`config.mk`:
```
export PLATFORM = sky130hd
export DESIGN_NAME = vga_crtc_register_bank_unit
export DESIGN_NICKNAME = d
export VERILOG_FILES = /design/src/rtl/vcrb_pkg.sv /design/src/rtl/vga_crtc_register_bank_unit.sv
export SDC_FILE = /design/constraint.sdc
export NUM_CORES = 1
export LEC_CHECK = 0
export ABC_CLOCK_PERIOD_IN_PS = 5150
export BUFFER_PORTS_ARGS = -buffer_cell sky130_fd_sc_hd__clkbuf_2
export CAP_MARGIN = 15
export CORE_AREA = 2 2 205 207
export CTS_CLUSTER_SIZE = 28
export DETAILED_ROUTE_END_ITERATION = 7
export DIE_AREA = 0 0 207 209
export PLACE_DENSITY = 0.77
export SLEW_MARGIN = 25
export SYNTH_ARGS = -nofsm -noshare
export SYNTH_HDL_FRONTEND = slang
export SYNTH_SLANG_ARGS = --single-unit
```
`constraint.sdc`:
```
create_clock -name clock -period 5.15 [get_ports clock]
set_input_delay 1.03 -clock clock [delete_from_list [all_inputs] [get_ports clock]]
set_output_delay 1.03 -clock clock [all_outputs]
set_load 0.01 [all_outputs]
```
`src/rtl/vcrb_pkg.sv`:
```
// Package with the access codes and payload types of the CRTC register bank.
package vcrb_pkg;
   typedef enum logic [1:0] {
      ACT_WR_INDEX = 2'd0,
      ACT_RD_INDEX = 2'd1,
      ACT_WR_DATA  = 2'd2,
      ACT_RD_DATA  = 2'd3
   } action_type;

   localparam logic [7:0] UNLOCK_KEY = 8'h48;
   localparam logic [7:0] ID_2D = 8'h88;
   localparam logic [7:0] ID_2E = 8'h11;
   localparam logic [7:0] ID_2F = 8'h80;
   localparam logic [7:0] ID_30 = 8'he0;
   localparam logic [7:0] ID_36 = 8'h8f;
   localparam logic [7:0] ID_37 = 8'h2b;
   localparam int RSP_BITS = 8 + 5 + 11 + 21 + 10 + 16 + 6 + 1;
   localparam int RSP_BYTES = (RSP_BITS + 7) / 8;

   typedef struct packed {
      logic        unknown_index;
      logic [5:0]  memory_bank;
      logic [15:0] cursor_address;
      logic [9:0]  scan_length;
      logic [20:0] start_address;
      logic [10:0] split_line;
      logic        window_request;
      logic        scan_length_request;
      logic        mode_request;
      logic        remap_request;
      logic        resize_request;
      logic [7:0]  read_data;
   } rsp_type;
endpackage

```
`src/rtl/vga_crtc_register_bank_unit.sv`:
```
// Top level: CRTC index/data register bank with extended registers.
// A result word is registered and appears in the cycle after its request word is accepted.
// Throughput: one access per cycle; the single output register stalls only when
// the result is not taken, and a new word is accepted as the old one leaves.
// Reset: synchronous, active high; clears the index, all registers and the
// assembled values, and empties the output register.
module vga_crtc_register_bank_unit
   import vcrb_pkg::*;
(
   input  logic        clock,
   input  logic        reset,
   input  logic        req_tvalid,
   output logic        req_tready,
   input  logic [15:0] req_tdata,  // [1:0] action, [9:2] write_data
   output logic        rsp_tvalid,
   input  logic        rsp_tready,
   output logic [RSP_BYTES*8-1:0] rsp_tdata // read_data, resize, remap, mode,
                                            // scan, window requests, split_line,
                                            // start_address, scan_length,
                                            // cursor_address, memory_bank, unknown
);
   logic [7:0]  idx_ff, idx_in;
   logic [7:0]  std_ff [25];
   logic [7:0]  std_in [25];
   logic        lock_ff, lock_in;
   logic [7:0]  x31_ff, x35_ff, x38_ff, x39_ff, x43_ff, x51_ff, x55_ff, x58_ff;
   logic [7:0]  x5d_ff, x5e_ff, x67_ff;
   logic [7:0]  x31_in, x35_in, x38_in, x39_in, x43_in, x51_in, x55_in, x58_in;
   logic [7:0]  x5d_in, x5e_in, x67_in;
   logic [15:0] win_ff, win_in;
   logic [5:0]  bank_ff, bank_in;
   logic [10:0] split_ff, split_in;
   logic [20:0] start_ff, start_in;
   logic [9:0]  scan_ff, scan_in;
   logic [15:0] cur_ff, cur_in;
   logic        vld_ff, vld_in;
   rsp_type     rsp_ff, rsp_in;
   logic        accept;
   action_type  act;
   logic [7:0]  v;
   logic [7:0]  rd;
   logic        f_resize, f_remap, f_mode, f_scan, f_window, f_unknown;
   logic [4:0]  sidx;

   assign req_tready = !vld_ff || rsp_tready;
   assign accept = req_tvalid && req_tready;
   assign act = action_type'(req_tdata[1:0]);
   assign v = req_tdata[9:2];
   assign sidx = idx_ff[4:0];
   assign rsp_tvalid = vld_ff;
   assign rsp_tdata = {{(RSP_BYTES*8-RSP_BITS){1'b0}}, rsp_ff};

   // Decode one access and compute the next register contents.
   always_comb begin
      idx_in = idx_ff; std_in = std_ff; lock_in = lock_ff;
      x31_in = x31_ff; x35_in = x35_ff; x38_in = x38_ff; x39_in = x39_ff;
      x43_in = x43_ff; x51_in = x51_ff; x55_in = x55_ff; x58_in = x58_ff;
      x5d_in = x5d_ff; x5e_in = x5e_ff; x67_in = x67_ff;
      win_in = win_ff; bank_in = bank_ff; split_in = split_ff;
      start_in = start_ff; scan_in = scan_ff; cur_in = cur_ff;
      rd = 8'h00;
      f_resize = 1'b0; f_remap = 1'b0; f_mode = 1'b0;
      f_scan = 1'b0; f_window = 1'b0; f_unknown = 1'b0;
      case (act)
         ACT_WR_INDEX: idx_in = v;
         ACT_RD_INDEX: rd = idx_ff;
         ACT_WR_DATA: begin
            if (idx_ff <= 8'h18) begin
               if (idx_ff == 8'h07) split_in[8] = v[4];
               if (!(idx_ff <= 8'h07 && lock_ff)) begin
                  std_in[sidx] = v;
                  case (idx_ff)
                     8'h01, 8'h06, 8'h12, 8'h15: f_resize = std_ff[sidx] != v;
                     8'h07: f_resize = |((std_ff[sidx] ^ v) & 8'hd6);
                     8'h09: begin
                        split_in[9] = v[6];
                        f_resize = |((std_ff[sidx] ^ v) & 8'hbf);
                     end
                     8'h0c: start_in[15:8] = v;
                     8'h0d: start_in[7:0] = v;
                     8'h0e: cur_in[15:8] = v;
                     8'h0f: cur_in[7:0] = v;
                     8'h11: lock_in = v[7];
                     8'h13: begin scan_in[7:0] = v; f_scan = 1'b1; end
                     8'h17: f_mode = 1'b1;
                     8'h18: split_in[7:0] = v;
                     default: ;
                  endcase
               end
            end else begin
               case (idx_ff)
                  8'h31: x31_in = v;
                  8'h35: if (x38_ff == UNLOCK_KEY) begin
                     x35_in = {v[7:4], 4'h0};
                     if (bank_ff[3:0] != v[3:0]) begin
                        bank_in[3:0] = v[3:0]; f_remap = 1'b1;
                     end
                  end
                  8'h38: x38_in = v;
                  8'h39: x39_in = v;
                  8'h43: begin
                     x43_in = v & 8'hfb;
                     if (v[2] != scan_ff[8]) begin
                        scan_in[8] = v[2]; f_scan = 1'b1;
                     end
                  end
                  8'h51: begin
                     x51_in = v & 8'hc0;
                     start_in[17:16] = v[1:0];
                     if (v[3:2] != bank_ff[5:4]) begin
                        bank_in[5:4] = v[3:2]; f_remap = 1'b1;
                     end
                     if (v[5:4] != scan_ff[9:8]) begin
                        scan_in[9:8] = v[5:4]; f_scan = 1'b1;
                     end
                  end
                  8'h55: x55_in = v;
                  8'h58: x58_in = v;
                  8'h59: if (win_ff[15:8] != v) begin
                     win_in[15:8] = v; f_window = 1'b1;
                  end
                  8'h5a: if (win_ff[7:0] != v) begin
                     win_in[7:0] = v; f_window = 1'b1;
                  end
                  8'h5d: begin
                     f_resize = x5d_ff[1:0] != v[1:0]; x5d_in = v;
                  end
                  8'h5e: begin
                     split_in[10] = v[6];
                     f_resize = x5e_ff[1:0] != v[1:0]; x5e_in = v;
                  end
                  8'h67: begin x67_in = v; f_mode = 1'b1; end
                  8'h69: start_in[20:16] = v[4:0];
                  8'h6a: begin bank_in = v[5:0]; f_remap = 1'b1; end
                  default: f_unknown = 1'b1;
               endcase
            end
         end
         ACT_RD_DATA: begin
            if (idx_ff <= 8'h18) rd = std_ff[sidx];
            else begin
               case (idx_ff)
                  8'h2d: rd = ID_2D;
                  8'h2e: rd = ID_2E;
                  8'h2f: rd = ID_2F;
                  8'h30: rd = ID_30;
                  8'h31: rd = x31_ff;
                  8'h35: rd = x35_ff | {4'h0, bank_ff[3:0]};
                  8'h36: rd = ID_36;
                  8'h37: rd = ID_37;
                  8'h38: rd = x38_ff;
                  8'h39: rd = x39_ff;
                  8'h43: rd = x43_ff | {5'h0, scan_ff[8], 2'b00};
                  8'h51: rd = x51_ff | {2'b00, scan_ff[9:8], bank_ff[5:4],
                                        start_ff[17:16]};
                  8'h55: rd = x55_ff;
                  8'h58: rd = x58_ff;
                  8'h5d: rd = x5d_ff;
                  8'h5e: rd = x5e_ff;
                  8'h67: rd = x67_ff;
                  8'h69: rd = {3'b000, start_ff[20:16]};
                  8'h6a: rd = {2'b00, bank_ff};
                  default: f_unknown = 1'b1;
               endcase
            end
         end
         default: ;
      endcase
      rsp_in.read_data = rd;
      rsp_in.resize_request = f_resize;
      rsp_in.remap_request = f_remap;
      rsp_in.mode_request = f_mode;
      rsp_in.scan_length_request = f_scan;
      rsp_in.window_request = f_window;
      rsp_in.split_line = split_in;
      rsp_in.start_address = start_in;
      rsp_in.scan_length = scan_in;
      rsp_in.cursor_address = cur_in;
      rsp_in.memory_bank = bank_in;
      rsp_in.unknown_index = f_unknown;
      vld_in = accept || (vld_ff && !rsp_tready);
   end

   // Register state and output word.
   always_ff @(posedge clock) begin
      if (reset) begin
         vld_ff <= 1'b0;
         idx_ff <= '0; lock_ff <= 1'b0;
         for (int i = 0; i < 25; i++) std_ff[i] <= '0;
         x31_ff <= '0; x35_ff <= '0; x38_ff <= '0; x39_ff <= '0; x43_ff <= '0;
         x51_ff <= '0; x55_ff <= '0; x58_ff <= '0; x5d_ff <= '0; x5e_ff <= '0;
         x67_ff <= '0;
         win_ff <= '0; bank_ff <= '0; split_ff <= '0; start_ff <= '0;
         scan_ff <= '0; cur_ff <= '0;
      end else begin
         vld_ff <= vld_in;
         if (accept) begin
            idx_ff <= idx_in; std_ff <= std_in; lock_ff <= lock_in;
            x31_ff <= x31_in; x35_ff <= x35_in; x38_ff <= x38_in; x39_ff <= x39_in;
            x43_ff <= x43_in; x51_ff <= x51_in; x55_ff <= x55_in; x58_ff <= x58_in;
            x5d_ff <= x5d_in; x5e_ff <= x5e_in; x67_ff <= x67_in;
            win_ff <= win_in; bank_ff <= bank_in; split_ff <= split_in;
            start_ff <= start_in; scan_ff <= scan_in; cur_ff <= cur_in;
         end
      end
      if (accept) rsp_ff <= rsp_in;
   end
endmodule

```
Word-level counts from Yosys, hierarchy flattened
Index checks and enable logic that the tools add are counted.
{"block": "word_totals", "output_inout_bits": 82, "register_bits": 445, "wordCells": 223}
{"block": "op_classes", "bitwise_logic": 8, "n_mux": 73, "reduce_logical": 32, "eq_ne": 48, "order_cmp": 4}
{"cell": "$bwmux 200", "n": 1}
{"cell": "$pmux 8 s19", "n": 1}
{"cell": "$mux 8", "n": 13}
{"cell": "$eq 8x7->1 const B", "n": 12}
{"cell": "$eq 8x6->1 const B", "n": 10}
{"cell": "$mux 16", "n": 5}
{"cell": "$eq 8x5->1 const B", "n": 6}
{"cell": "$reduce_and 4->1", "n": 11}
{"cell": "$bmux 8 s5", "n": 1}
{"cell": "$demux 8 s5", "n": 1}
{"cell": "$eq 8x4->1 const B", "n": 5}
{"cell": "$mux 1", "n": 27}
{"cell": "$ne 8x8->1", "n": 3}
{"cell": "$mux 21", "n": 1}
{"cell": "$mux 10", "n": 2}
{"cell": "$reduce_and 5->1", "n": 4}
{"cell": "$reduce_or 19->1", "n": 1}
{"cell": "$eq 8x3->1 const B", "n": 2}
{"cell": "$pmux 8 s2", "n": 1}
{"cell": "$reduce_or 15->1", "n": 1}
{"cell": "$mux 6", "n": 2}
{"cell": "$mux 11", "n": 1}
{"cell": "$pmux 1 s2", "n": 5}
{"cell": "$eq 8x1->1 const B", "n": 1}
{"cell": "31 further kinds", "n": 48}

Logic depth before layout (Yosys ltp)
{"block": "logic_depth", "word_depth": 9, "depth_mapped": 11, "mapped_depth_nobuf": 8}

Least setup slack after synthesis
No wires, ideal clock.
{"block": "synth_path", "path_kind": "input -> register", "from": "in rsp_tready", "to": "reg rsp_ff, in the netlist rsp_tdata[0], enable pin", "path_slack_ns": 0.182, "path_buffers": 3, "required_time_ns": 4.677, "t_arrival_ns": 4.496, "path_stages": 6, "setup_ns": 0.473, "path_cell_list": "nand2b_1 -> nand2_1 -> inv_1 -> clkbuf_1 -> clkbuf_1 -> clkbuf_1"}
{"block": "synth_via", "elab_chain_cells": 2}
{"element": "start: declaration", "line": "vga_crtc_register_bank_unit.sv:16", "rtl": "input logic rsp_tready,"}
{"element": "$logic_or 1x1->1", "line": "vga_crtc_register_bank_unit.sv:45", "rtl": "assign req_tready = !vld_ff || rsp_tready;"}
{"element": "$logic_and 1x1->1", "line": "vga_crtc_register_bank_unit.sv:46", "rtl": "assign accept = req_tvalid && req_tready;"}
{"element": "named net accept", "line": "vga_crtc_register_bank_unit.sv:38", "rtl": "logic accept;"}
{"element": "end signal: assignment", "line": "vga_crtc_register_bank_unit.sv:206", "rtl": "if (accept) rsp_ff <= rsp_in;"}
{"element": "end: declaration", "line": "vga_crtc_register_bank_unit.sv:37", "rtl": "rsp_type rsp_ff, rsp_in;"}
The timed path passes the listed nets, and every way through them passes these cells.
A chain may end at the register's enable or synchronous reset.

Final worst setup path
{"block": "layout_path", "from": "reg idx_ff[1]", "to": "reg rsp_ff, in the netlist rsp_tdata[0] (data pin)"}
{"block": "layout_via", "elab_chain_cells": 6, "elab_cells_between_ends": 27, "cone_classes": "1 x order compare; 19 x eq/ne; 6 x mux; 1 x bitwise"}
{"element": "start: declaration", "line": "vga_crtc_register_bank_unit.sv:22", "rtl": "logic [7:0] idx_ff, idx_in;"}
{"element": "start signal: assignment", "line": "vga_crtc_register_bank_unit.sv:198", "rtl": "idx_ff <= idx_in; std_ff <= std_in; lock_ff <= lock_in;"}
{"element": "$not 5->6 (implied by the code)", "line": "vga_crtc_register_bank_unit.sv:140", "rtl": "if (idx_ff <= 8'h18) rd = std_ff[sidx];"}
{"element": "$bmux 8 s5", "line": "vga_crtc_register_bank_unit.sv:140"}
{"element": "$mux 8 (implied by the code) (2 in a row)", "line": "vga_crtc_register_bank_unit.sv:140"}
{"element": "$mux 8 *", "line": "vga_crtc_register_bank_unit.sv:140"}
{"element": "$pmux 8 s2 *", "line": "vga_crtc_register_bank_unit.sv:64", "rtl": "case (act)"}
Mark *: on every way between the ends. The rest lies on a longest branch, timed or not. The select of a mux whose other input is x is not followed.

==> impl_metrics.csv <==
group,metric,value,unit
routing,antenna_left,0,
finish,n_antenna_cell,0,
min_path,hold_depth,2,
timing,drv_slew,0,
timing,fmax,0.272,GHz
routing,viasPerCell,6.10,
global_routing,grt_max_degree,155,
power_and_ir_drop,powerDensity,329,mW/mm^2
finish,drive_above_1_share,17.7,%
synth,synth-seq-area-share,47.8,%
timing,setup_viol,0,
critical_path,critPathLaunch,"idx_ff[1]",
critical_path,arrival,4.05,ns
timing,timing.final.crit_share,71.5,%
power_and_ir_drop,fin_total_pwr,7.37,mW
synth,syn_inst,2020,
routing,wirelength,55600,um
die,die_x,207,um
critical_path,required,5.52,ns
clock_network,cts_num_sinks,445,
global_routing,antenna_found_initial,1,
critical_path,rrSetupSlack,1.47,ns
routing,drc,0,
synth,ys_ff_latch,445,
critical_path,reg2reg_to,"rsp_tdata[0]",
placement,hpwl,35000,um
timing,tightest_slew,1.09,ns
synth,async_reset_ff_share,0,%
clock_network,cts.clk_slew.worst_paths,0.06,ns
finish,fin_nets,2044,
global_routing,first_global_vias,15300,
placement,portBuffers,93,
global_routing,grt_usage,24.9,%
timing,fin_crit,3.68,ns
die,die_area,0.0433,mm^2
timing,whs,0.448,ns
clock_network,numCtsBuffers,44,
placement,gp_congestion,0.944,
clock_network,cts_tree,"yes",
routing,dr.pass1.iters,6,
critical_path,r2r_cells,6,
clock_network,cts_resized,0,
timing,hold_violations,0,
timing,slew_headroom,27.0,%
power_and_ir_drop,leakage,8.11,nW
synth,synth.top_cells.by_count,"dfxtp_1 (367), nor2_1 (287), mux2i_1 (249)",
outcome,status,"completed",
synth,synth_area_per_cell,10.0,um^2
critical_path,path_max_fanout,56,
timing,rsz0062_at_grt,"false",
clock_network,postCtsSetupBuffers,0,
timing,setup_tns,0,ns
die,die_h,209,um
critical_path,reg2reg_from,"idx_ff[1]",
die,rows,75,
min_path,worstHoldPathType,"flop to flop",
clock_network,clk_latency,0.58,ns
routing,drtIter0Drc,2013,
critical_path,worstSetupPathType,"flop to flop",
synth,yosys.area.top_type,"dfxtp_1",
flow_run,maxCapViolCount,0,
synth,yosysWarnings,0,
routing,vias,15800,
clock_network,cts_hold_buf,0,
synth,synth.top_cell.area_share,36.3,%
clock_network,cts_root_buf,"clkbuf_16",
global_routing,overflow,0,
finish,syn_to_final_growth,10.4,%
synth,synth_top_flop_cell,"dfxtp_1",
synth,yosysMostFrequentCell,"dfxtp_1",
timing,fin_skew,0.0300,ns
die,initial_core_util,49.1,%
die,core,0.0413,mm^2
synth,synth_area_leaders,"dfxtp_1 (36%), mux2i_1 (12%), edfxtp_1 (12%)",
clock_network,cts_max_level,2,
critical_path,worstSetupEndpoint,"rsp_tdata[0]",
synth,syn_area,0.0203,mm^2
routing,wl_per_cell,21.4,um
clock_network,clk_path_buf_depth,3,
die,io_pins,102,
critical_path,cp-start-kind,"flop",
finish,fillers,3482,
global_routing,grt_pass1_wl,86400,um
synth,synth-edff-count,78,
critical_path,end_kind,"flop",
power_and_ir_drop,vdd.ir_drop.worst,0.267,mV
synth,synth_cell_types,86,
how the worst min path moves through the flow:
stage | endpoint | startpoint
2_1_floorplan | scan_ff[0] | scan_ff[0]
5_1_grt | std_ff[159] | std_ff[159]
3_3_place_gp | scan_ff[0] | scan_ff[0]
3_5_place_dp | scan_ff[1] | scan_ff[1]
4_1_cts | scan_ff[3] | scan_ff[3]
6_report | scan_ff[1] | scan_ff[1]
final cells by class:
class	instances	area, um^2	area share, %
Clock buffer	55	1160	5.19
Clock inverter	27	324	1.45
Multi-Input combinational cell	1388	9700	43.3
Sequential cell	445	9700	43.3
Timing Repair Buffer	132	781	3.49
Inverter	11	43.8	0.196
Tap cell	539	674	3.01
cell families (layout without fill, tap and decap cells):
logic type      count (synthesis)  count (layout)  share of synthesized area [%]
other cells                     1               2                         0.0185
fa+ha+maj                       2               2                          0.123
flops                         445             445                           47.8
mux                           354             354                           20.2
buf+inv                       188             225                           4.38
xor+xnor                       35              35                           1.51
simple gates                  712             712                           16.9
compound gates                283             283                           9.04
power by group:
part           switching, mW  internal [mW]
sequential            0.0390           3.59
combinational          0.309          0.117
clock                   1.40           1.92
through the flow:
| stage | util [%] | std cells | instance area [um^2] | setup slack (ns) |
|---|---|---|---|---|
| after floorplan | - | 2021 | 20300 | 0.182 |
| after global placement | 50.6 | 2515 | 20900 | 1.25 |
| after detailed placement | 50.6 | 2515 | 20900 | 1.19 |
| after CTS | 54.2 | 2597 | 22400 | 1.60 |
| after global routing | 54.2 | 2597 | 22400 | 1.35 |
| final | 54.2 | 2597 | 22400 | 1.47 |
critical path: stages (launching register included):
cell      delay (ns)
dfxtp_4         0.94
buf_4           0.50
nand2_1         0.26
nor2_1          0.89
a222oi_1        0.28
and4_1          0.25
a31oi_1         0.29
per-layer routing:
metal / wire length (um) / track usage [%] / vias up
li1: - / - / 7163
met3: 4540 / 4.33 / 144
met5: 13 / 0 / -
met2: 26800 / 41.3 / 759
met1: 22300 / 32.4 / 7767
met4: 1950 / 9.58 / 2
layout by cell type (no fill, tap or decap), drive strengths merged, types with 7 or more instances in the layout:
| cell | synthesis | routed |
|---|---|---|
| dfxtp | 367 | 367 |
| nor2 | 296 | 296 |
| mux2i | 249 | 249 |
| nand2 | 213 | 213 |
| clkbuf | 109 | 147 |
| a21oi | 137 | 137 |
| nand3 | 94 | 94 |
| edfxtp | 78 | 78 |
| mux2 | 69 | 69 |
| nor3 | 41 | 41 |
| buf | 68 | 40 |
| mux4 | 36 | 36 |
| o21ai | 30 | 30 |
| xnor2 | 29 | 29 |
| a22oi | 23 | 23 |
| clkinv | 2 | 21 |
| a221oi | 17 | 17 |
| and3 | 14 | 14 |
| a31oi | 10 | 10 |
| a222oi | 9 | 9 |
| nand2b | 9 | 9 |
| inv | 9 | 9 |
| nor2b | 8 | 8 |
| nand4 | 8 | 8 |
| nor4 | 7 | 7 |
sequential cells by signal, summed over array words and instances (netlist names), 10 cells and up:
signal	flops
split_ff	11
win_ff	16
start_ff	21
rsp_tdata	78
scan_ff	10
cur_ff	16
std_ff	200
(Power assumes the default switching activity.)
